File: src/ptts_pkg.sv
// package for the priority task table scheduler
// shared types, codes, widths and the priority clamp; no dependencies
`default_nettype none
package ptts_pkg;

  localparam int TABLE_DEPTH_DFLT = 16;

  localparam int OP_W     = 3;
  localparam int TIDX_W   = 4;
  localparam int PREQ_W   = 8;
  localparam int DEPTH_W  = 16;
  localparam int STATUS_W = 3;
  localparam int HELD_W   = 5;
  localparam int PRIO_W   = 5;
  localparam int MAXP_W   = 6;

  localparam int CFG_IDX_W  = 1;
  localparam int CFG_DATA_W = 16;

  localparam logic [MAXP_W-1:0]  MAXP_RST     = 6'd8;
  localparam logic [DEPTH_W-1:0] MIN_STACK_RST = 16'd128;
  localparam logic [PREQ_W-1:0]  PRIO_CEIL    = 8'd31;

  typedef enum logic [CFG_IDX_W-1:0] {
    CFG_MAX_PRIO  = 1'd0,
    CFG_MIN_STACK = 1'd1
  } cfg_reg_t;

  typedef enum logic [OP_W-1:0] {
    OP_CREATE  = 3'd0,
    OP_DELETE  = 3'd1,
    OP_SUSPEND = 3'd2,
    OP_RESUME  = 3'd3,
    OP_SWITCH  = 3'd4,
    OP_START   = 3'd5
  } op_t;

  typedef enum logic [STATUS_W-1:0] {
    STATUS_OK       = 3'd0,
    STATUS_FULL     = 3'd1,
    STATUS_BADPARAM = 3'd2,
    STATUS_NOTASK   = 3'd3,
    STATUS_NORUN    = 3'd4
  } status_t;

  typedef enum logic [1:0] {
    ST_IDLE,
    ST_EXEC,
    ST_SEARCH,
    ST_RESULT
  } state_t;

  typedef enum logic [2:0] {
    CELL_HOLD,
    CELL_WRITE,
    CELL_DELETE,
    CELL_SUSPEND,
    CELL_RESUME
  } cell_op_t;

  typedef struct packed {
    cell_op_t            op;
    logic [PRIO_W-1:0]   prio;
  } cmd_t;

  typedef struct packed {
    logic                found;
    logic [PRIO_W-1:0]   prio;
  } cand_t;

  function automatic logic [PRIO_W-1:0] clamp_prio(input logic [PREQ_W-1:0] preq,
                                                   input logic [MAXP_W-1:0] maxp);
    logic [PREQ_W-1:0] levels;
    logic [PREQ_W-1:0] p;
    levels = (maxp == '0) ? PREQ_W'(1) : PREQ_W'(maxp);
    p = (preq >= levels) ? (levels - PREQ_W'(1)) : preq;
    if (p > PRIO_CEIL) begin
      p = PRIO_CEIL;
    end
    return p[PRIO_W-1:0];
  endfunction

endpackage
`default_nettype wire

File: src/ptts_if.sv
// request and result channel interfaces for the task scheduler
// depends on ptts_pkg for field widths
`default_nettype none
interface ptts_in_if;
  logic                             valid;
  logic                             ready;
  logic [ptts_pkg::OP_W-1:0]        operation;
  logic [ptts_pkg::TIDX_W-1:0]      task_index;
  logic [ptts_pkg::PREQ_W-1:0]      priority_req;
  logic [ptts_pkg::DEPTH_W-1:0]     stack_depth;
  logic                             has_code;

  modport source (output valid, operation, task_index, priority_req, stack_depth, has_code,
                  input ready);
  modport sink (input valid, operation, task_index, priority_req, stack_depth, has_code,
                output ready);
endinterface

interface ptts_out_if;
  logic                             valid;
  logic                             ready;
  logic                             ok;
  logic [ptts_pkg::STATUS_W-1:0]    status;
  logic [ptts_pkg::TIDX_W-1:0]      created_index;
  logic                             current_valid;
  logic [ptts_pkg::TIDX_W-1:0]      current_index;
  logic [ptts_pkg::HELD_W-1:0]      tasks_held;

  modport source (output valid, ok, status, created_index, current_valid, current_index,
                  tasks_held, input ready);
  modport sink (input valid, ok, status, created_index, current_valid, current_index,
                tasks_held, output ready);
endinterface
`default_nettype wire

File: src/ptts_cell.sv
// one table slot: priority, suspend flag and one stage of the selection chain
// depends on ptts_pkg
`default_nettype none
module ptts_cell #(
  parameter int IDX_W = 4,
  parameter int CNT_W = 5
) (
  input  wire                          clk,
  input  wire                          rst_n,
  input  wire ptts_pkg::cmd_t          cmd,
  input  wire [IDX_W-1:0]              cmd_index,
  input  wire [CNT_W-1:0]              total,
  input  wire                          pick_highest,
  input  wire [IDX_W-1:0]              my_pos,
  input  wire [ptts_pkg::PRIO_W-1:0]   up_prio,
  input  wire                          up_susp,
  output logic [ptts_pkg::PRIO_W-1:0]  prio_o,
  output logic                         susp_o,
  input  wire ptts_pkg::cand_t         cand_in,
  input  wire [IDX_W-1:0]              pos_in,
  output ptts_pkg::cand_t              cand_o,
  output logic [IDX_W-1:0]             pos_o
);
  import ptts_pkg::*;

  logic [PRIO_W-1:0] prio_r, prio_nxt;
  logic              susp_r, susp_nxt;
  cand_t             cand_r, cand_nxt;
  logic [IDX_W-1:0]  pos_r, pos_nxt;
  logic              hit;
  logic              runnable;
  logic              take;

  always_comb begin
    prio_nxt = prio_r;
    susp_nxt = susp_r;
    hit      = (my_pos == cmd_index);
    unique case (cmd.op)
      CELL_HOLD: begin
      end
      CELL_WRITE: begin
        if (hit) begin
          prio_nxt = cmd.prio;
          susp_nxt = 1'b0;
        end
      end
      CELL_DELETE: begin
        if (my_pos >= cmd_index) begin
          prio_nxt = up_prio;
          susp_nxt = up_susp;
        end
      end
      CELL_SUSPEND: begin
        if (hit) begin
          susp_nxt = 1'b1;
        end
      end
      CELL_RESUME: begin
        if (hit) begin
          susp_nxt = 1'b0;
        end
      end
      default: begin
      end
    endcase
  end

  // candidate from the lower slots against this slot
  always_comb begin
    runnable = !susp_r && (CNT_W'(my_pos) < total);
    take     = runnable && (!cand_in.found || (pick_highest && (prio_r > cand_in.prio)));
    if (take) begin
      cand_nxt.found = 1'b1;
      cand_nxt.prio  = prio_r;
      pos_nxt        = my_pos;
    end else begin
      cand_nxt = cand_in;
      pos_nxt  = pos_in;
    end
  end

  always_ff @(posedge clk) begin
    prio_r      <= prio_nxt;
    cand_r.prio <= cand_nxt.prio;
    pos_r       <= pos_nxt;
    if (!rst_n) begin
      susp_r       <= 1'b0;
      cand_r.found <= 1'b0;
    end else begin
      susp_r       <= susp_nxt;
      cand_r.found <= cand_nxt.found;
    end
  end

  assign prio_o = prio_r;
  assign susp_o = susp_r;
  assign cand_o = cand_r;
  assign pos_o  = pos_r;

endmodule
`default_nettype wire

File: src/priority_task_table_scheduler.sv
// top level of the priority task table scheduler: sequencer plus a row of slot cells
// depends on ptts_pkg, ptts_if (ptts_in_if, ptts_out_if) and ptts_cell
//
//   channel  direction  handshake        content
//   in_if    sink       valid/ready      operation, task_index, priority_req, stack_depth,
//                                        has_code
//   out_if   source     valid/ready      ok, status, created_index, current_valid,
//                                        current_index, tasks_held
//   cfg_*    sink       cfg_we only      cfg_index selects register, cfg_wdata
//
// one request at a time; create, delete, suspend, resume and unknown codes go from the
// execute state to the result state; switch and start first pass the search state, where the
// selection chain passes one slot per cycle; no new request is taken until the result is loaded;
// a finished result waits in the output register while the next request is accepted; a
// result that finds the output register still held waits in place and holds off the input
// synchronous active-low reset empties the table and clears the current task; no clear pass
`default_nettype none
module priority_task_table_scheduler #(
  parameter int TABLE_DEPTH = ptts_pkg::TABLE_DEPTH_DFLT
) (
  input  wire                              clk,
  input  wire                              rst_n,
  ptts_in_if.sink                          in_if,
  ptts_out_if.source                       out_if,
  input  wire                              cfg_we,
  input  wire [ptts_pkg::CFG_IDX_W-1:0]    cfg_index,
  input  wire [ptts_pkg::CFG_DATA_W-1:0]   cfg_wdata
);
  import ptts_pkg::*;

  localparam int IDX_W = $clog2(TABLE_DEPTH);
  localparam int CNT_W = $clog2(TABLE_DEPTH + 1);
  localparam int CMP_W = (CNT_W > TIDX_W) ? CNT_W : TIDX_W + 1;

  state_t               state_r, state_nxt;
  logic [OP_W-1:0]      req_op_r;
  logic [TIDX_W-1:0]    req_idx_r;
  logic [PREQ_W-1:0]    req_prio_r;
  logic [DEPTH_W-1:0]   req_depth_r;
  logic                 req_code_r;

  logic [MAXP_W-1:0]    maxp_r;
  logic [DEPTH_W-1:0]   min_stack_r;

  logic [CNT_W-1:0]     total_r, total_nxt;
  logic [IDX_W-1:0]     cur_slot_r, cur_slot_nxt;
  logic                 cur_present_r, cur_present_nxt;
  logic                 ok_r, ok_nxt;
  status_t              status_r, status_nxt;
  logic [IDX_W-1:0]     created_r, created_nxt;
  logic [CNT_W-1:0]     cnt_r, cnt_nxt;

  logic                 out_valid_r, out_valid_nxt;
  logic                 out_ok_r;
  logic [STATUS_W-1:0]  out_status_r;
  logic [TIDX_W-1:0]    out_created_r;
  logic                 out_cur_valid_r;
  logic [TIDX_W-1:0]    out_cur_index_r;
  logic [HELD_W-1:0]    out_held_r;
  logic                 out_load;

  cmd_t                 cmd;
  logic [IDX_W-1:0]     cmd_index;
  logic                 pick_highest;
  logic                 in_range;
  logic [IDX_W-1:0]     idx_w;

  logic [PRIO_W-1:0]    prio_s [TABLE_DEPTH];
  logic                 susp_s [TABLE_DEPTH];
  cand_t                cand_s [TABLE_DEPTH];
  logic [IDX_W-1:0]     pos_s  [TABLE_DEPTH];

  // slot row
  for (genvar i = 0; i < TABLE_DEPTH; i++) begin : g_cell
    cand_t                cand_prev;
    logic [IDX_W-1:0]     pos_prev;
    logic [PRIO_W-1:0]    up_prio;
    logic                 up_susp;
    if (i == 0) begin : g_head
      assign cand_prev = '0;
      assign pos_prev  = '0;
    end else begin : g_link
      assign cand_prev = cand_s[i-1];
      assign pos_prev  = pos_s[i-1];
    end
    if (i == TABLE_DEPTH - 1) begin : g_tail
      assign up_prio = '0;
      assign up_susp = 1'b0;
    end else begin : g_up
      assign up_prio = prio_s[i+1];
      assign up_susp = susp_s[i+1];
    end
    ptts_cell #(
      .IDX_W (IDX_W),
      .CNT_W (CNT_W)
    ) u_cell (
      .clk          (clk),
      .rst_n        (rst_n),
      .cmd          (cmd),
      .cmd_index    (cmd_index),
      .total        (total_r),
      .pick_highest (pick_highest),
      .my_pos       (IDX_W'(i)),
      .up_prio      (up_prio),
      .up_susp      (up_susp),
      .prio_o       (prio_s[i]),
      .susp_o       (susp_s[i]),
      .cand_in      (cand_prev),
      .pos_in       (pos_prev),
      .cand_o       (cand_s[i]),
      .pos_o        (pos_s[i])
    );
  end

  assign in_if.ready  = (state_r == ST_IDLE);
  assign pick_highest = (req_op_r == OP_SWITCH);
  assign in_range     = (CMP_W'(req_idx_r) < CMP_W'(total_r));
  assign idx_w        = IDX_W'(req_idx_r);

  always_comb begin
    state_nxt       = state_r;
    total_nxt       = total_r;
    cur_slot_nxt    = cur_slot_r;
    cur_present_nxt = cur_present_r;
    ok_nxt          = ok_r;
    status_nxt      = status_r;
    created_nxt     = created_r;
    cnt_nxt         = cnt_r;
    cmd.op          = CELL_HOLD;
    cmd.prio        = clamp_prio(req_prio_r, maxp_r);
    cmd_index       = idx_w;
    out_load        = 1'b0;
    unique case (state_r)
      ST_IDLE: begin
        if (in_if.valid) begin
          state_nxt = ST_EXEC;
        end
      end
      ST_EXEC: begin
        ok_nxt      = 1'b0;
        status_nxt  = STATUS_OK;
        created_nxt = '0;
        state_nxt   = ST_RESULT;
        unique case (req_op_r)
          OP_CREATE: begin
            if (total_r == CNT_W'(TABLE_DEPTH)) begin
              status_nxt = STATUS_FULL;
            end else if (!req_code_r || (req_depth_r < min_stack_r)) begin
              status_nxt = STATUS_BADPARAM;
            end else begin
              cmd.op      = CELL_WRITE;
              cmd_index   = IDX_W'(total_r);
              created_nxt = IDX_W'(total_r);
              total_nxt   = total_r + CNT_W'(1);
              ok_nxt      = 1'b1;
            end
          end
          OP_DELETE, OP_SUSPEND, OP_RESUME: begin
            if (!in_range) begin
              status_nxt = STATUS_NOTASK;
            end else begin
              ok_nxt = 1'b1;
              if (req_op_r == OP_SUSPEND) begin
                cmd.op = CELL_SUSPEND;
              end else if (req_op_r == OP_RESUME) begin
                cmd.op = CELL_RESUME;
              end else begin
                cmd.op    = CELL_DELETE;
                total_nxt = total_r - CNT_W'(1);
                if (cur_present_r) begin
                  if (cur_slot_r == idx_w) begin
                    cur_present_nxt = 1'b0;
                  end else if (cur_slot_r > idx_w) begin
                    cur_slot_nxt = cur_slot_r - IDX_W'(1);
                  end
                end
              end
            end
          end
          OP_SWITCH, OP_START: begin
            cnt_nxt   = '0;
            state_nxt = ST_SEARCH;
          end
          default: begin
            status_nxt = STATUS_BADPARAM;
          end
        endcase
      end
      ST_SEARCH: begin
        cnt_nxt = cnt_r + CNT_W'(1);
        if (cnt_r == CNT_W'(TABLE_DEPTH)) begin
          state_nxt = ST_RESULT;
          if (cand_s[TABLE_DEPTH-1].found) begin
            cur_slot_nxt    = pos_s[TABLE_DEPTH-1];
            cur_present_nxt = 1'b1;
            ok_nxt          = 1'b1;
          end else begin
            status_nxt = STATUS_NORUN;
          end
        end
      end
      ST_RESULT: begin
        if (!out_valid_r || out_if.ready) begin
          out_load  = 1'b1;
          state_nxt = ST_IDLE;
        end
      end
      default: begin
        state_nxt = ST_IDLE;
      end
    endcase
  end

  always_comb begin
    out_valid_nxt = out_valid_r;
    if (out_load) begin
      out_valid_nxt = 1'b1;
    end else if (out_if.ready) begin
      out_valid_nxt = 1'b0;
    end
  end

  always_ff @(posedge clk) begin
    if (!rst_n) begin
      state_r       <= ST_IDLE;
      total_r       <= '0;
      cur_slot_r    <= '0;
      cur_present_r <= 1'b0;
      ok_r          <= 1'b0;
      status_r      <= STATUS_OK;
      created_r     <= '0;
      cnt_r         <= '0;
      out_valid_r   <= 1'b0;
      maxp_r        <= MAXP_RST;
      min_stack_r   <= MIN_STACK_RST;
    end else begin
      state_r       <= state_nxt;
      total_r       <= total_nxt;
      cur_slot_r    <= cur_slot_nxt;
      cur_present_r <= cur_present_nxt;
      ok_r          <= ok_nxt;
      status_r      <= status_nxt;
      created_r     <= created_nxt;
      cnt_r         <= cnt_nxt;
      out_valid_r   <= out_valid_nxt;
      if (cfg_we) begin
        unique case (cfg_reg_t'(cfg_index))
          CFG_MAX_PRIO:  maxp_r      <= cfg_wdata[MAXP_W-1:0];
          CFG_MIN_STACK: min_stack_r <= cfg_wdata[DEPTH_W-1:0];
          default: begin
          end
        endcase
      end
    end
  end

  always_ff @(posedge clk) begin
    if (in_if.valid && in_if.ready) begin
      req_op_r    <= in_if.operation;
      req_idx_r   <= in_if.task_index;
      req_prio_r  <= in_if.priority_req;
      req_depth_r <= in_if.stack_depth;
      req_code_r  <= in_if.has_code;
    end
    if (out_load) begin
      out_ok_r        <= ok_r;
      out_status_r    <= status_r;
      out_created_r   <= TIDX_W'(created_r);
      out_cur_valid_r <= cur_present_r;
      out_cur_index_r <= cur_present_r ? TIDX_W'(cur_slot_r) : '0;
      out_held_r      <= HELD_W'(total_r);
    end
  end

  assign out_if.valid         = out_valid_r;
  assign out_if.ok            = out_ok_r;
  assign out_if.status        = out_status_r;
  assign out_if.created_index = out_created_r;
  assign out_if.current_valid = out_cur_valid_r;
  assign out_if.current_index = out_cur_index_r;
  assign out_if.tasks_held    = out_held_r;

  a_total_bound: assert property (@(posedge clk) disable iff (!rst_n)
    total_r <= CNT_W'(TABLE_DEPTH))
    else $error("task count beyond table depth");

  a_current_in_table: assert property (@(posedge clk) disable iff (!rst_n)
    cur_present_r |-> (CNT_W'(cur_slot_r) < total_r))
    else $error("current task outside the table");

  a_search_holds_table: assert property (@(posedge clk) disable iff (!rst_n)
    (state_r == ST_SEARCH) |=> $stable(total_r))
    else $error("table count changed during selection");

  a_ok_matches_status: assert property (@(posedge clk) disable iff (!rst_n)
    (state_r == ST_RESULT) |-> (ok_r == (status_r == STATUS_OK)))
    else $error("ok flag disagrees with status");

endmodule
`default_nettype wire

File: src/flat_wrapper.sv
// flat-port wrapper written by rule: the top's interface ports become plain ports
module priority_task_table_scheduler_flat import ptts_pkg::*;
#(
  parameter int TABLE_DEPTH = ptts_pkg::TABLE_DEPTH_DFLT
)
  (clk, rst_n, cfg_we, cfg_index, cfg_wdata, in_if_valid, in_if_operation, in_if_task_index, in_if_priority_req, in_if_stack_depth, in_if_has_code, in_if_ready, out_if_valid, out_if_ok, out_if_status, out_if_created_index, out_if_current_valid, out_if_current_index, out_if_tasks_held, out_if_ready);
  ptts_in_if in_if_i ();
  ptts_out_if out_if_i ();
  input  wire clk;
  input  wire rst_n;
  input  wire cfg_we;
  input  wire [ptts_pkg::CFG_IDX_W-1:0] cfg_index;
  input  wire [ptts_pkg::CFG_DATA_W-1:0] cfg_wdata;
  input wire logic [$bits(in_if_i.valid)-1:0] in_if_valid;
  input wire logic [$bits(in_if_i.operation)-1:0] in_if_operation;
  input wire logic [$bits(in_if_i.task_index)-1:0] in_if_task_index;
  input wire logic [$bits(in_if_i.priority_req)-1:0] in_if_priority_req;
  input wire logic [$bits(in_if_i.stack_depth)-1:0] in_if_stack_depth;
  input wire logic [$bits(in_if_i.has_code)-1:0] in_if_has_code;
  output wire logic [$bits(in_if_i.ready)-1:0] in_if_ready;
  output wire logic [$bits(out_if_i.valid)-1:0] out_if_valid;
  output wire logic [$bits(out_if_i.ok)-1:0] out_if_ok;
  output wire logic [$bits(out_if_i.status)-1:0] out_if_status;
  output wire logic [$bits(out_if_i.created_index)-1:0] out_if_created_index;
  output wire logic [$bits(out_if_i.current_valid)-1:0] out_if_current_valid;
  output wire logic [$bits(out_if_i.current_index)-1:0] out_if_current_index;
  output wire logic [$bits(out_if_i.tasks_held)-1:0] out_if_tasks_held;
  input wire logic [$bits(out_if_i.ready)-1:0] out_if_ready;
  assign in_if_i.valid = in_if_valid;
  assign in_if_i.operation = in_if_operation;
  assign in_if_i.task_index = in_if_task_index;
  assign in_if_i.priority_req = in_if_priority_req;
  assign in_if_i.stack_depth = in_if_stack_depth;
  assign in_if_i.has_code = in_if_has_code;
  assign in_if_ready = in_if_i.ready;
  assign out_if_valid = out_if_i.valid;
  assign out_if_ok = out_if_i.ok;
  assign out_if_status = out_if_i.status;
  assign out_if_created_index = out_if_i.created_index;
  assign out_if_current_valid = out_if_i.current_valid;
  assign out_if_current_index = out_if_i.current_index;
  assign out_if_tasks_held = out_if_i.tasks_held;
  assign out_if_i.ready = out_if_ready;
  priority_task_table_scheduler #(.TABLE_DEPTH(TABLE_DEPTH)) u_core (.clk(clk), .rst_n(rst_n), .in_if(in_if_i), .out_if(out_if_i), .cfg_we(cfg_we), .cfg_index(cfg_index), .cfg_wdata(cfg_wdata));
endmodule
File: config.mk
export PLATFORM = sky130hd
export DESIGN_NAME = priority_task_table_scheduler_flat
export DESIGN_NICKNAME = d
export VERILOG_FILES = /design/src/ptts_pkg.sv /design/src/ptts_if.sv /design/src/ptts_cell.sv /design/src/priority_task_table_scheduler.sv /design/src/flat_wrapper.sv
export SDC_FILE = /design/constraint.sdc
export NUM_CORES = 1
export LEC_CHECK = 0
export ABC_CLOCK_PERIOD_IN_PS = 11700
export BUFFER_PORTS_ARGS = -buffer_cell sky130_fd_sc_hd__buf_2
export CAP_MARGIN = 20
export CORE_MARGIN = 2
export CORE_UTILIZATION = 55
export CTS_CLUSTER_DIAMETER = 80
export DETAILED_ROUTE_END_ITERATION = 10
export GPL_ROUTABILITY_DRIVEN = 0
export PLACE_DENSITY_LB_ADDON = 0.15
export RECOVER_POWER = 25
export SLEW_MARGIN = 15
export SYNTH_ARGS = -nofsm -noshare
export SYNTH_HDL_FRONTEND = slang
export SYNTH_HIERARCHICAL = 1
export SYNTH_SLANG_ARGS = --single-unit
File: constraint.sdc
create_clock -name clk -period 11.7 [get_ports clk]
set_input_delay 0.585 -clock clk [delete_from_list [all_inputs] [get_ports clk]]
set_output_delay 0.585 -clock clk [all_outputs]
set_load 0.01 [all_outputs]
==> impl_metrics.py, run 1 <==
metrics = {
    "floorplanning": {
        "floorplan.die_area_um2": 38160,
        "initial_utilization_pct": 55.41,
        "ios": 74,
        "design.core.area_um2": 36350,
        "die_w_um": 195.4,
        "placement_rows": 70,
        "die_h_um": 195.4,
    },
    "clocking": {
        "source_to_sink_clock_delay_at_the_later_pin_of_the_worst_skew_pair_ps": 560,
        "clk_pin_slew_worst_paths_ps": 60,
        "htree_levels": 2,
        "cts_setup_buffers": 0,
        "tritoncts": "built",
        "post_cts_resize_count": 0,
        "clk_root_buffer_cell": "sky130_fd_sc_hd__clkbuf_16",
        "postCtsHoldBufs": 0,
        "cts.sink_count": 349,
        "tritoncts.num_buffers": 40,
        "maximum_count_of_clock_buffers_along_a_single_path": 3,
    },
    "drt": {
        "detail_route.wirelength_um": 43460,
        "number_of_violations_reported_at_the_end_of_detailed_routing_iteration_0": 629,
        "dr.pass1.iters": 5,
        "avgViaCountPerCell": 5.273,
        "antenna_violating_nets_post_route": 0,
        "avgRoutedWirePerCell_um": 15.57,
        "via_count": 14716,
        "remaining_routing_drc_violations": 0,
    },
    "global_route": {
        "grt_first_pass_wirelength_um": 72000,
        "grt_busiest_layer": "met2",
        "track_usage_pct": 23.28,
        "groute.layer.met1.usage_pct": 28.63,
        "antenna_found_initial": 0,
        "gr-usage-met3_pct": 3.489,
        "grt_start_max_net_pins": 81,
        "grt_pass1_vias": 14907,
        "globalRouteOverflowTotal": 0,
        "grt_use_met2_pct": 41.59,
    },
    "worst_setup_path": {
        "startpoint_type": "register",
        "cp_data_arrival_time_ps": 5040,
        "path_class": "register to register",
        "rr_worst_depth": 11,
        "timing.critical_path.cells": "nor4_1 -> a2111oi_0 -> nand3_1 -> a31oi_2 -> mux2_2 -> ha_1 -> nand2b_1 -> a2111oi_0 -> nor3_1 -> a31oi_1 -> nor2_1",
        "crit-reg2reg-capture": "u_core/g_cell[0].u_cell/prio_o[3]$_DFFE_PP_",
        "critPathSlowestCell": "sky130_fd_sc_hd__dfxtp_1",
        "worst_path_most_repeated_cell": "sky130_fd_sc_hd__a2111oi_0",
        "kind_of_end_point_of_the_critical_path": "register",
        "worstReg2RegStart": "u_core/total_r[3]$_SDFFE_PN0P_",
        "timing.critical_path.required_ps": 11910,
        "critical_path.max_stage_delay_ps": 900,
        "worstPathMaxFanout": 22,
        "r2r_slack_ps": 6870,
    },
    "outcome": {
        "failed_checks": "capacitance limit, slew limit",
        "outcome": "finished with violations",
    },
    "final_layout": {
        "nNetsFinal": 2577,
        "antenna_cells_inserted": 0,
        "fillCellCount": 3013,
        "mostFrequentLayoutCell": "sky130_fd_sc_hd__inv_1",
        "drive_gt1_share_pct": 16.79,
        "layout_common_cells": "299 x sky130_fd_sc_hd__inv_1, 231 x sky130_fd_sc_hd__ha_1, 221 x sky130_fd_sc_hd__mux2_2",
        "area_delta_synth_final_pct": 15.48,
    },
    "timing": {
        "hold-worst-slack_ps": 193.8,
        "finalSetupTns_ps": 0,
        "fmaxAchievable_mhz": 207.2,
        "worstMarginPinSlew_ps": 2076,
        "finalSetupViolCount": 0,
        "post-route-min-period_ps": 4826,
        "setup_repair_after_global_routing_missed_its_margin": "false",
        "fin_worst_skew_ps": 20.35,
        "worst_slew_margin_rel_pct": -38.37,
        "finalMaxSlewViolations": 102,
        "period_utilization_post_route_pct": 41.25,
        "hold_viol_final": 0,
    },
    "pwr": {
        "largest_voltage_drop_on_the_vdd_net_v": 0.0001482,
        "power.density_nw_per_um2": 171.8,
        "power_mw": 3.996,
        "leakagePower_nw": 9.795,
    },
    "synth": {
        "synth_warnings": 6,
        "syn-cell-area_um2": 20140,
        "syn-mean-instance-area_um2": 10.26,
        "post_synthesis_instance_total": 1963,
    },
    "min_path": {
        "hp-class": "primary input to register",
        "worstHoldEndpoint": "u_core/req_op_r[2]$_DFFE_PP_",
        "holdCritStartpoint": "in_if_operation[2]",
        "worstHoldPathCells": 1,
    },
    "placed_design": {
        "io_buffers": 73,
        "place.detailed.hpwl_um": 31020,
    },
    "job": {
        "drv_cap": 3,
    },
}
## worst max-delay path by stage
stage,startpoint,endpoint,cells after the start
after detailed placement,u_core/total_r[3]$_SDFFE_PN0P_,u_core/g_cell[0].u_cell/prio_o[1]$_DFFE_PP_,11
after global placement,u_core/total_r[3]$_SDFFE_PN0P_,u_core/g_cell[0].u_cell/prio_o[0]$_DFFE_PP_,11
final,u_core/total_r[3]$_SDFFE_PN0P_,u_core/g_cell[0].u_cell/prio_o[3]$_DFFE_PP_,11
after CTS,u_core/total_r[3]$_SDFFE_PN0P_,u_core/g_cell[0].u_cell/prio_o[2]$_DFFE_PP_,11
after floorplan,u_core/total_r[1]$_SDFFE_PN0P_,u_core/g_cell[0].u_cell/prio_o[0]$_DFFE_PP_,7
after global routing,u_core/total_r[3]$_SDFFE_PN0P_,u_core/g_cell[10].u_cell/prio_o[0]$_DFFE_PP_,11
## metrics by stage
step                      std cells  setup slack, ps  instance area, um^2  util, %
after floorplan                2177             2861                20940        -
after global placement         2717             7033                21990    60.49
after detailed placement       2717             6949                21990    60.49
after CTS                      2791             6892                23300    64.11
after global routing           2791             6492                23260    63.98
final                          2791             6874                23260    63.98
## routing by layer
layer / wire length, um / up-vias
li1: - / 7436
met1: 19260 / 6940
met2: 21440 / 261
met3: 1687 / 79
met4: 1072 / 0
met5: 0 / -
## flip-flops by register name, summed over array words and instances, names as in the netlist, 5 cells and up
name                         cells
u_core/maxp_r                    6
u_core/g_cell.u_cell/cand_o     91
u_core/min_stack_r              16
u_core/total_r                   5
u_core/out_if.tasks_held         5
u_core/cnt_r                     5
u_core/req_prio_r                8
u_core/g_cell.u_cell/susp_o     16
u_core/g_cell.u_cell/prio_o     80
u_core/g_cell.u_cell/pos_o      64
u_core/req_depth_r              16
## critical path: cells and delay by family (launching register included)
family,cells,cell delay (ps)
compound gates,4,1460
fa+ha+maj,1,380
flops,1,900
mux,1,590
simple gates,5,1140
## layout make-up
class | instances | area (um^2) | area share (%)
multi-input cells | 1512 | 11500 | 49.47
flip-flops and latches | 349 | 8288 | 35.64
clock buffers | 53 | 1145 | 4.923
inverters | 299 | 1122 | 4.826
well taps | 468 | 585.6 | 2.518
repair buffers | 89 | 440.4 | 1.894
clock inverters | 21 | 170.2 | 0.7317
## where the power goes
| group | internal [mW] | total, mW | switching, mW | leakage [nW] |
|---|---|---|---|---|
| registers | 1.52 | 1.64 | 0.128 | 3.02 |
| logic | 0.507 | 1.11 | 0.602 | 6.14 |
| clock network | 0.737 | 1.24 | 0.505 | 0.640 |
Power figures use the tool's default switching activity.
==> inputs of run 2 (changes only) <==
--- a/config.mk
+++ b/config.mk
@@ -5,7 +5,8 @@
 export SDC_FILE = /design/constraint.sdc
 export NUM_CORES = 1
 export LEC_CHECK = 0
-export ABC_CLOCK_PERIOD_IN_PS = 11700
+export ABC_AREA = 1
+export ABC_CLOCK_PERIOD_IN_PS = 4000
 export BUFFER_PORTS_ARGS = -buffer_cell sky130_fd_sc_hd__buf_2
 export CAP_MARGIN = 20
 export CORE_MARGIN = 2
==> constraint.sdc (replaced) <==
create_clock -name clk -period 4 [get_ports clk]
set_input_delay 0.2 -clock clk [delete_from_list [all_inputs] [get_ports clk]]
set_output_delay 0.2 -clock clk [all_outputs]
set_load 0.01 [all_outputs]
==> run 2 against run 1 <==
Compared with the run above:
- the run still ends with capacitance limit, slew limit left
- core utilization grew 1.2 points
- clock power rose to 3.1 times the previous value
- synthesized cell count increased by 40%
- final area rose by 8.4%
- global-route usage increased by 1.4 points
==> impl_metrics.py, run 2 <==
metrics = {
    "outcome": {
        "outcome": "finished with violations",
        "failed_checks": "capacitance limit, slew limit",
    },
    "pwr": {
        "leakagePower_nw": 12.43,
        "power.density_nw_per_um2": 525.8,
        "sw_share_pct": 35.32,
        "seq_power_share_pct": 38.1,
        "power_frac_comb_pct": 33.1,
        "cell_internal_pwr_mw": 8.572,
        "largest_voltage_drop_on_the_vdd_net_v": 0.0003847,
        "switching_power_mw": 4.681,
        "pwr-share-clk_pct": 28.8,
    },
    "timing": {
        "worst_slew_margin_rel_pct": -5.486,
        "worstMarginPinSlew_ps": 1582,
        "finalSetupTns_ps": 0,
        "period_utilization_post_route_pct": 91.41,
        "finalSetupViolCount": 0,
        "hold_viol_final": 0,
        "finalMaxSlewViolations": 34,
        "fin_worst_skew_ps": 22.76,
        "setup_repair_after_global_routing_missed_its_margin": "false",
        "fmaxAchievable_mhz": 273.5,
        "post-route-min-period_ps": 3656,
    },
    "drt": {
        "dr.pass1.iters": 5,
        "topRoutingLayerUsed": "met4",
        "antenna_violating_nets_post_route": 0,
        "avgRoutedWirePerCell_um": 13.34,
        "avgViaCountPerCell": 4.935,
        "drt-met1-wl_um": 21120,
        "met2RoutedLength_um": 24630,
        "met3_wirelength_um": 2055,
        "number_of_violations_reported_at_the_end_of_detailed_routing_iteration_0": 885,
        "detail_route.wirelength_um": 49000,
        "remaining_routing_drc_violations": 0,
        "via_count": 18128,
    },
    "job": {
        "drv_cap": 1,
    },
    "final_layout": {
        "max_reg_flops": 91,
        "area_delta_synth_final_pct": 17.29,
        "final_core_util_pct": 65.22,
        "mostFrequentLayoutCell": "sky130_fd_sc_hd__nand2_1",
        "nNetsFinal": 3410,
        "antenna_cells_inserted": 0,
        "layout_common_cells": "928 x sky130_fd_sc_hd__nand2_1, 472 x sky130_fd_sc_hd__inv_1, 231 x sky130_fd_sc_hd__ha_1",
        "drive_gt1_share_pct": 10.27,
    },
    "worst_setup_path": {
        "kind_of_end_point_of_the_critical_path": "register",
        "r2r_slack_ps": 340,
        "crit-reg2reg-capture": "u_core/g_cell[4].u_cell/prio_o[1]$_DFFE_PP_",
        "worstPathMaxFanout": 16,
        "startpoint_type": "register",
        "crit_path_start": "u_core/req_depth_r[15]$_DFFE_PP_",
        "timing.critical_path.required_ps": 4190,
        "worst_setup_path_endpoint": "u_core/g_cell[4].u_cell/prio_o[1]$_DFFE_PP_",
        "worstReg2RegStart": "u_core/req_depth_r[15]$_DFFE_PP_",
        "path_class": "register to register",
        "cp_data_arrival_time_ps": 3840,
        "rr_worst_depth": 14,
    },
    "floorplanning": {
        "die_w_um": 201.7,
        "die_h_um": 201.7,
        "ios": 74,
        "initial_utilization_pct": 55.61,
        "design.core.area_um2": 38650,
        "placement_rows": 72,
        "floorplan.die_area_um2": 40670,
    },
    "synth": {
        "syn-mean-instance-area_um2": 7.798,
        "syn-cell-area_um2": 21490,
        "synth_warnings": 6,
        "post_synthesis_instance_total": 2756,
    },
    "clocking": {
        "clk_root_buffer_cell": "sky130_fd_sc_hd__clkbuf_16",
        "clk_pin_slew_worst_paths_ps": 60,
        "cts_setup_buffers": 0,
        "source_to_sink_clock_delay_at_the_later_pin_of_the_worst_skew_pair_ps": 570,
        "maximum_count_of_clock_buffers_along_a_single_path": 3,
        "cts.sink_count": 349,
        "tritoncts": "built",
        "htree_levels": 2,
        "tritoncts.num_buffers": 39,
    },
    "global_route": {
        "grt_pass1_vias": 18041,
        "globalRouteOverflowTotal": 0,
        "antenna_found_initial": 0,
        "track_usage_pct": 24.67,
        "grt_start_max_net_pins": 37,
        "grt_first_pass_wirelength_um": 82810,
    },
    "placed_design": {
        "io_buffers": 73,
        "place.detailed.hpwl_um": 35530,
    },
    "min_path": {
        "hp-class": "primary input to register",
    },
}
==> run 2: how the worst min path moves through the flow <==
stage,from,end,slack (ps),depth (start not counted)
3_5_place_dp,in_if_stack_depth[5],u_core/req_depth_r[5]$_DFFE_PP_,380,1
6_report,cfg_index,u_core/maxp_r[0]$_SDFFE_PN0P_,120,4
4_1_cts,cfg_index,u_core/maxp_r[4]$_SDFFE_PN0P_,40,4
2_1_floorplan,in_if_task_index[0],u_core/idx_w[0]$_DFFE_PP_,300,0
3_3_place_gp,in_if_priority_req[0],u_core/req_prio_r[0]$_DFFE_PP_,380,1
5_1_grt,cfg_we,u_core/maxp_r[5]$_SDFFE_PN0P_,150,5
==> run 2: layout make-up <==
class / instances / area, um^2
clock buffers: 53 / 1081
clock inverters: 19 / 281.5
fillers: 3203 / 13440
inverters: 480 / 1802
multi-input cells: 2098 / 11970
flip-flops and latches: 349 / 8298
well taps: 518 / 648.1
repair buffers: 156 / 1129
==> run 2: timing repair <==
action | 4_1_cts | 5_1_grt
endpoints found under the setup margin | 0 | 55
resized for setup | 0 | 11
hold buffers | 51 | 0
endpoints found under the hold margin | 55 | 0
==> run 2: metal layers <==
metal / vias to the layer above / track usage, %
met5: - / 0
met4: 0 / 8.141
met3: 90 / 2.964
met2: 376 / 45.84
met1: 8307 / 29.42
li1: 9355 / -
==> run 2: power groups by stage <==
stage          Sequential, mW  Combinational (mW)  Clock [mW]
5_1_grt                  5.14                5.07        4.03
2_1_floorplan            4.98                3.32           0
3_5_place_dp             5.12                4.32           0
3_3_place_gp             5.12                4.13           0
6_report                 5.05                4.39        3.81
4_1_cts                  5.06                4.40        3.88
==> run 2: worst max-delay path, stage by stage (launching register included) <==
cell and delay, ps:
sky130_fd_sc_hd__edfxtp_1 360, sky130_fd_sc_hd__ha_1 330, sky130_fd_sc_hd__nand4_1 140, sky130_fd_sc_hd__nor3_1 170
sky130_fd_sc_hd__nand2_1 80, sky130_fd_sc_hd__nand2_1 120, sky130_fd_sc_hd__nand3_1 260, sky130_fd_sc_hd__nor2_4 250
sky130_fd_sc_hd__nand2_1 90, sky130_fd_sc_hd__o21ai_1 200, sky130_fd_sc_hd__buf_12 190, sky130_fd_sc_hd__inv_1 50
sky130_fd_sc_hd__ha_1 260, sky130_fd_sc_hd__nand2_1 80, sky130_fd_sc_hd__o41ai_2 660
==> run 2: through the flow <==
step / cells / hold slack (ps) / power (mW) / worst slack (ps) / instance area [um^2]
after floorplan: 2952 / 298.9 / 8.300 / 23.73 / 22260
after global placement: 3548 / 377.5 / 9.250 / 242.0 / 23360
after detailed placement: 3549 / 378.7 / 9.434 / 87.61 / 23360
after CTS: 3672 / 40.61 / 13.34 / 88.96 / 25230
after global routing: 3673 / 146.3 / 14.24 / 93.43 / 25210
final: 3673 / 116.2 / 13.25 / 343.5 / 25210
==> inputs of run 3 (changes only) <==
--- a/config.mk
+++ b/config.mk
@@ -19,5 +19,5 @@
 export SLEW_MARGIN = 15
 export SYNTH_ARGS = -nofsm -noshare
 export SYNTH_HDL_FRONTEND = slang
-export SYNTH_HIERARCHICAL = 1
 export SYNTH_SLANG_ARGS = --single-unit
+export TNS_END_PERCENT = 5
==> run 3 against run 2 <==
Compared with the run above:
- the flow still finishes with violations (capacitance limit, slew limit)
- global-route usage is 0.58 points lower
- final cell count is 38% lower
- worst hold slack worse by 90 ps
- sequential share of layout area is 12 points higher
- power is 20% lower
- sequential power is 6.5% lower
- largest power group unchanged
==> impl_metrics.py, run 3 <==
metrics = {
    "worst_setup_path": {
        "critical_path_buffer_and_inverter_count": 4,
        "timing.critical_path.required_ps": 4140,
        "worstPathMaxFanout": 17,
        "startpoint_type": "register",
        "timing.critical_path.cells": "inv_1 -> ha_1 -> nand4_1 -> nand2_1 -> inv_2 -> nand4_4 -> inv_1 -> nand2_1 -> nand2_4 -> nand2_2 -> inv_1 -> nand2_1 -> o21ai_0",
        "path_delay_family": "simple AND/OR/NAND/NOR gates",
        "critical_path.max_stage_delay_ps": 550,
        "cp_data_arrival_time_ps": 3750,
        "kind_of_end_point_of_the_critical_path": "register",
        "critPathSlowestCell": "sky130_fd_sc_hd__o21ai_0",
        "path_class": "register to register",
    },
    "synth": {
        "synth_top_cells_by_area": "sky130_fd_sc_hd__dfxtp_1 27%, sky130_fd_sc_hd__edfxtp_1 25%, sky130_fd_sc_hd__ha_1 9.3%",
        "synth-seq-cells": 334,
        "count_of_flip_flops_with_a_built_in_enable_after_synthesis": 130,
        "sequential_element_share_of_the_synthesized_area_pct": 52.12,
        "postSynthNetCount": 1908,
        "syn-cell-area_um2": 15320,
        "postSynth.topFlopCell": "sky130_fd_sc_hd__dfxtp_1",
        "synthMostInstantiatedCell": "sky130_fd_sc_hd__nand2_1",
        "synth.top_cell.area_share_pct": 26.65,
        "synth_top_cell_by_area": "sky130_fd_sc_hd__dfxtp_1",
        "synth.cells.most_frequent": "294 x sky130_fd_sc_hd__nand2_1, 292 x sky130_fd_sc_hd__inv_1, 233 x sky130_fd_sc_hd__o21ai_0",
        "post_synthesis_instance_total": 1740,
        "syn-mean-instance-area_um2": 8.807,
        "synth.lib_cells_used.distinct": 51,
        "synth_warnings": 0,
        "share_of_flip_flops_with_an_asynchronous_set_or_reset_pct": 0,
    },
    "drt": {
        "remaining_routing_drc_violations": 0,
        "via_count": 11696,
        "avgViaCountPerCell": 5.166,
        "antenna_violating_nets_post_route": 0,
        "number_of_violations_reported_at_the_end_of_detailed_routing_iteration_0": 973,
        "dr.pass1.iters": 6,
        "detail_route.wirelength_um": 34020,
        "avgRoutedWirePerCell_um": 15.03,
    },
    "floorplanning": {
        "design.core.area_um2": 27630,
        "ios": 74,
        "die_w_um": 170.9,
        "floorplan.die_area_um2": 29210,
        "die_h_um": 170.9,
        "placement_rows": 61,
        "initial_utilization_pct": 55.47,
    },
    "timing": {
        "worstMarginPinSlew_ps": 1794,
        "fmaxAchievable_mhz": 276.9,
        "finalMaxSlewViolations": 33,
        "finalSetupViolCount": 0,
        "hold_viol_final": 0,
        "fin_worst_skew_ps": 12.41,
        "post-route-min-period_ps": 3611,
        "worst_slew_margin_rel_pct": -19.59,
        "finalSetupTns_ps": 0,
        "setup_repair_after_global_routing_missed_its_margin": "false",
        "final_critical_path_setup_slack_ps": 389.1,
        "period_utilization_post_route_pct": 90.27,
    },
    "placed_design": {
        "place.detailed.hpwl_um": 23970,
        "io_buffers": 73,
        "dpl_worst_slack_ps": 464.3,
    },
    "final_layout": {
        "drive_gt1_share_pct": 10.29,
        "antenna_cells_inserted": 0,
        "max_reg_flops": 91,
        "area_delta_synth_final_pct": 14.97,
        "nNetsFinal": 2028,
        "mostFrequentLayoutCell": "sky130_fd_sc_hd__nand2_1",
        "layout_common_cells": "294 x sky130_fd_sc_hd__nand2_1, 292 x sky130_fd_sc_hd__inv_1, 233 x sky130_fd_sc_hd__o21ai_0",
    },
    "global_route": {
        "antenna_found_initial": 0,
        "track_usage_pct": 24.09,
        "grt_first_pass_wirelength_um": 56420,
        "grt_pass1_vias": 11580,
        "globalRouteOverflowTotal": 0,
        "grt_start_max_net_pins": 43,
    },
    "job": {
        "drv_cap": 1,
    },
    "pwr": {
        "largest_voltage_drop_on_the_vdd_net_v": 0.0004061,
        "leakagePower_nw": 7.563,
        "power.density_nw_per_um2": 605.3,
    },
    "outcome": {
        "outcome": "finished with violations",
        "failed_checks": "capacitance limit, slew limit",
    },
    "clocking": {
        "cts.sink_count": 334,
        "tritoncts": "built",
        "tritoncts.num_buffers": 36,
        "maximum_count_of_clock_buffers_along_a_single_path": 3,
        "clk_pin_slew_worst_paths_ps": 60,
        "source_to_sink_clock_delay_at_the_later_pin_of_the_worst_skew_pair_ps": 510,
        "htree_levels": 2,
        "cts_setup_buffers": 0,
        "clk_root_buffer_cell": "sky130_fd_sc_hd__clkbuf_16",
    },
    "min_path": {
        "hp-class": "primary input to register",
    },
}
run 3: changes by cell type in the layout (fill, tap and decap cells not counted), sizes merged, moves of 15 or more:
cell and change:
nand2 -692, conb -198, nand3 -184, inv -176
o21ai +150, ha -117, a21oi +17, or2 +17
o41ai -16, a21boi -15, dfxtp -15
run 3: kinds of logic (layout without fill, tap and decap cells):
family                   Yosys count  after routing  synth area share, %
flip-flops                       334            334                52.12
XOR/XNOR                           4              4               0.2287
AO/OA/AOI/OAI                    390            390                13.59
buffers and inverters            358            504                9.071
adder cells (fa/ha/maj)          114            114                9.308
AND/OR/NAND/NOR                  540            540                15.68
run 3: metal layers:
metal	vias up	GRT usage [%]	wire length (um)
met3	70	3.030	1387
met1	5438	31.92	15530
met4	0	7.738	810
li1	5918	-	-
met2	270	41.19	16290
met5	-	0	0
run 3: cell type report:
| cell class | count | area [um^2] |
|---|---|---|
| Timing Repair Buffer | 133 | 890.9 |
| Clock buffer | 56 | 1109 |
| Clock inverter | 8 | 40.04 |
| Fill cell | 2354 | 10010 |
| Tap cell | 378 | 473.0 |
| Sequential cell | 334 | 7988 |
| Inverter | 307 | 1160 |
| Multi-Input combinational cell | 1048 | 5958 |
run 3: final timing paths:
check	start	to	slack, ps	depth (start not counted)
worst max-delay path	u_core.total_r[1]$_SDFFE_PN0P_	u_core.g_cell[15].u_cell.prio_o[0]$_SDFFCE_PN0P_	390	13
worst max register to register	u_core.total_r[1]$_SDFFE_PN0P_	u_core.g_cell[15].u_cell.prio_o[0]$_SDFFCE_PN0P_	390	13
worst min-delay path	cfg_wdata[4]	u_core.maxp_r[4]$_SDFFE_PN0P_	30	3
worst min register to register	u_core.g_cell[1].u_cell.pos_o[0]$_DFF_P_	u_core.g_cell[2].u_cell.pos_o[0]$_SDFF_PP0_	410	2
run 3: per-stage QoR:
stage          std cells  area [um^2]  total power [mW]  hold slack [ps]  utilization (%)
3_3_place_gp        2157        16060             7.408            376.8            58.14
4_1_cts             2264        17640             10.74            1.507            63.86
5_1_grt             2264        17620             11.39            28.80            63.77
6_report            2264        17620             10.66            25.68            63.77
3_5_place_dp        2157        16060             7.504            378.1            58.14
2_1_floorplan       1740        15320             6.682            298.9                -
run 3: timing repair:
item,4_1_cts,5_1_grt
hold buffers,43,0
gates resized for setup,0,0
endpoints found under the hold margin,43,0
run 3: power breakdown:
| part | switching, mW | internal, mW | leakage [nW] |
|---|---|---|---|
| Sequential | 0.353 | 4.37 | 2.85 |
| Clock | 1.28 | 1.90 | 0.573 |
| Combinational | 1.76 | 1.01 | 4.14 |
| Total | 3.39 | 7.28 | 7.56 |
run 3: worst reg2reg max path, stage by stage (launching register included):
cell and delay (ps):
sky130_fd_sc_hd__dfxtp_1 540, sky130_fd_sc_hd__inv_1 230, sky130_fd_sc_hd__ha_1 260, sky130_fd_sc_hd__nand4_1 130, sky130_fd_sc_hd__nand2_1 100, sky130_fd_sc_hd__inv_2 80
sky130_fd_sc_hd__nand4_4 340, sky130_fd_sc_hd__inv_1 470, sky130_fd_sc_hd__nand2_1 180, sky130_fd_sc_hd__nand2_4 140, sky130_fd_sc_hd__nand2_2 80, sky130_fd_sc_hd__inv_1 80
sky130_fd_sc_hd__nand2_1 70, sky130_fd_sc_hd__o21ai_0 550
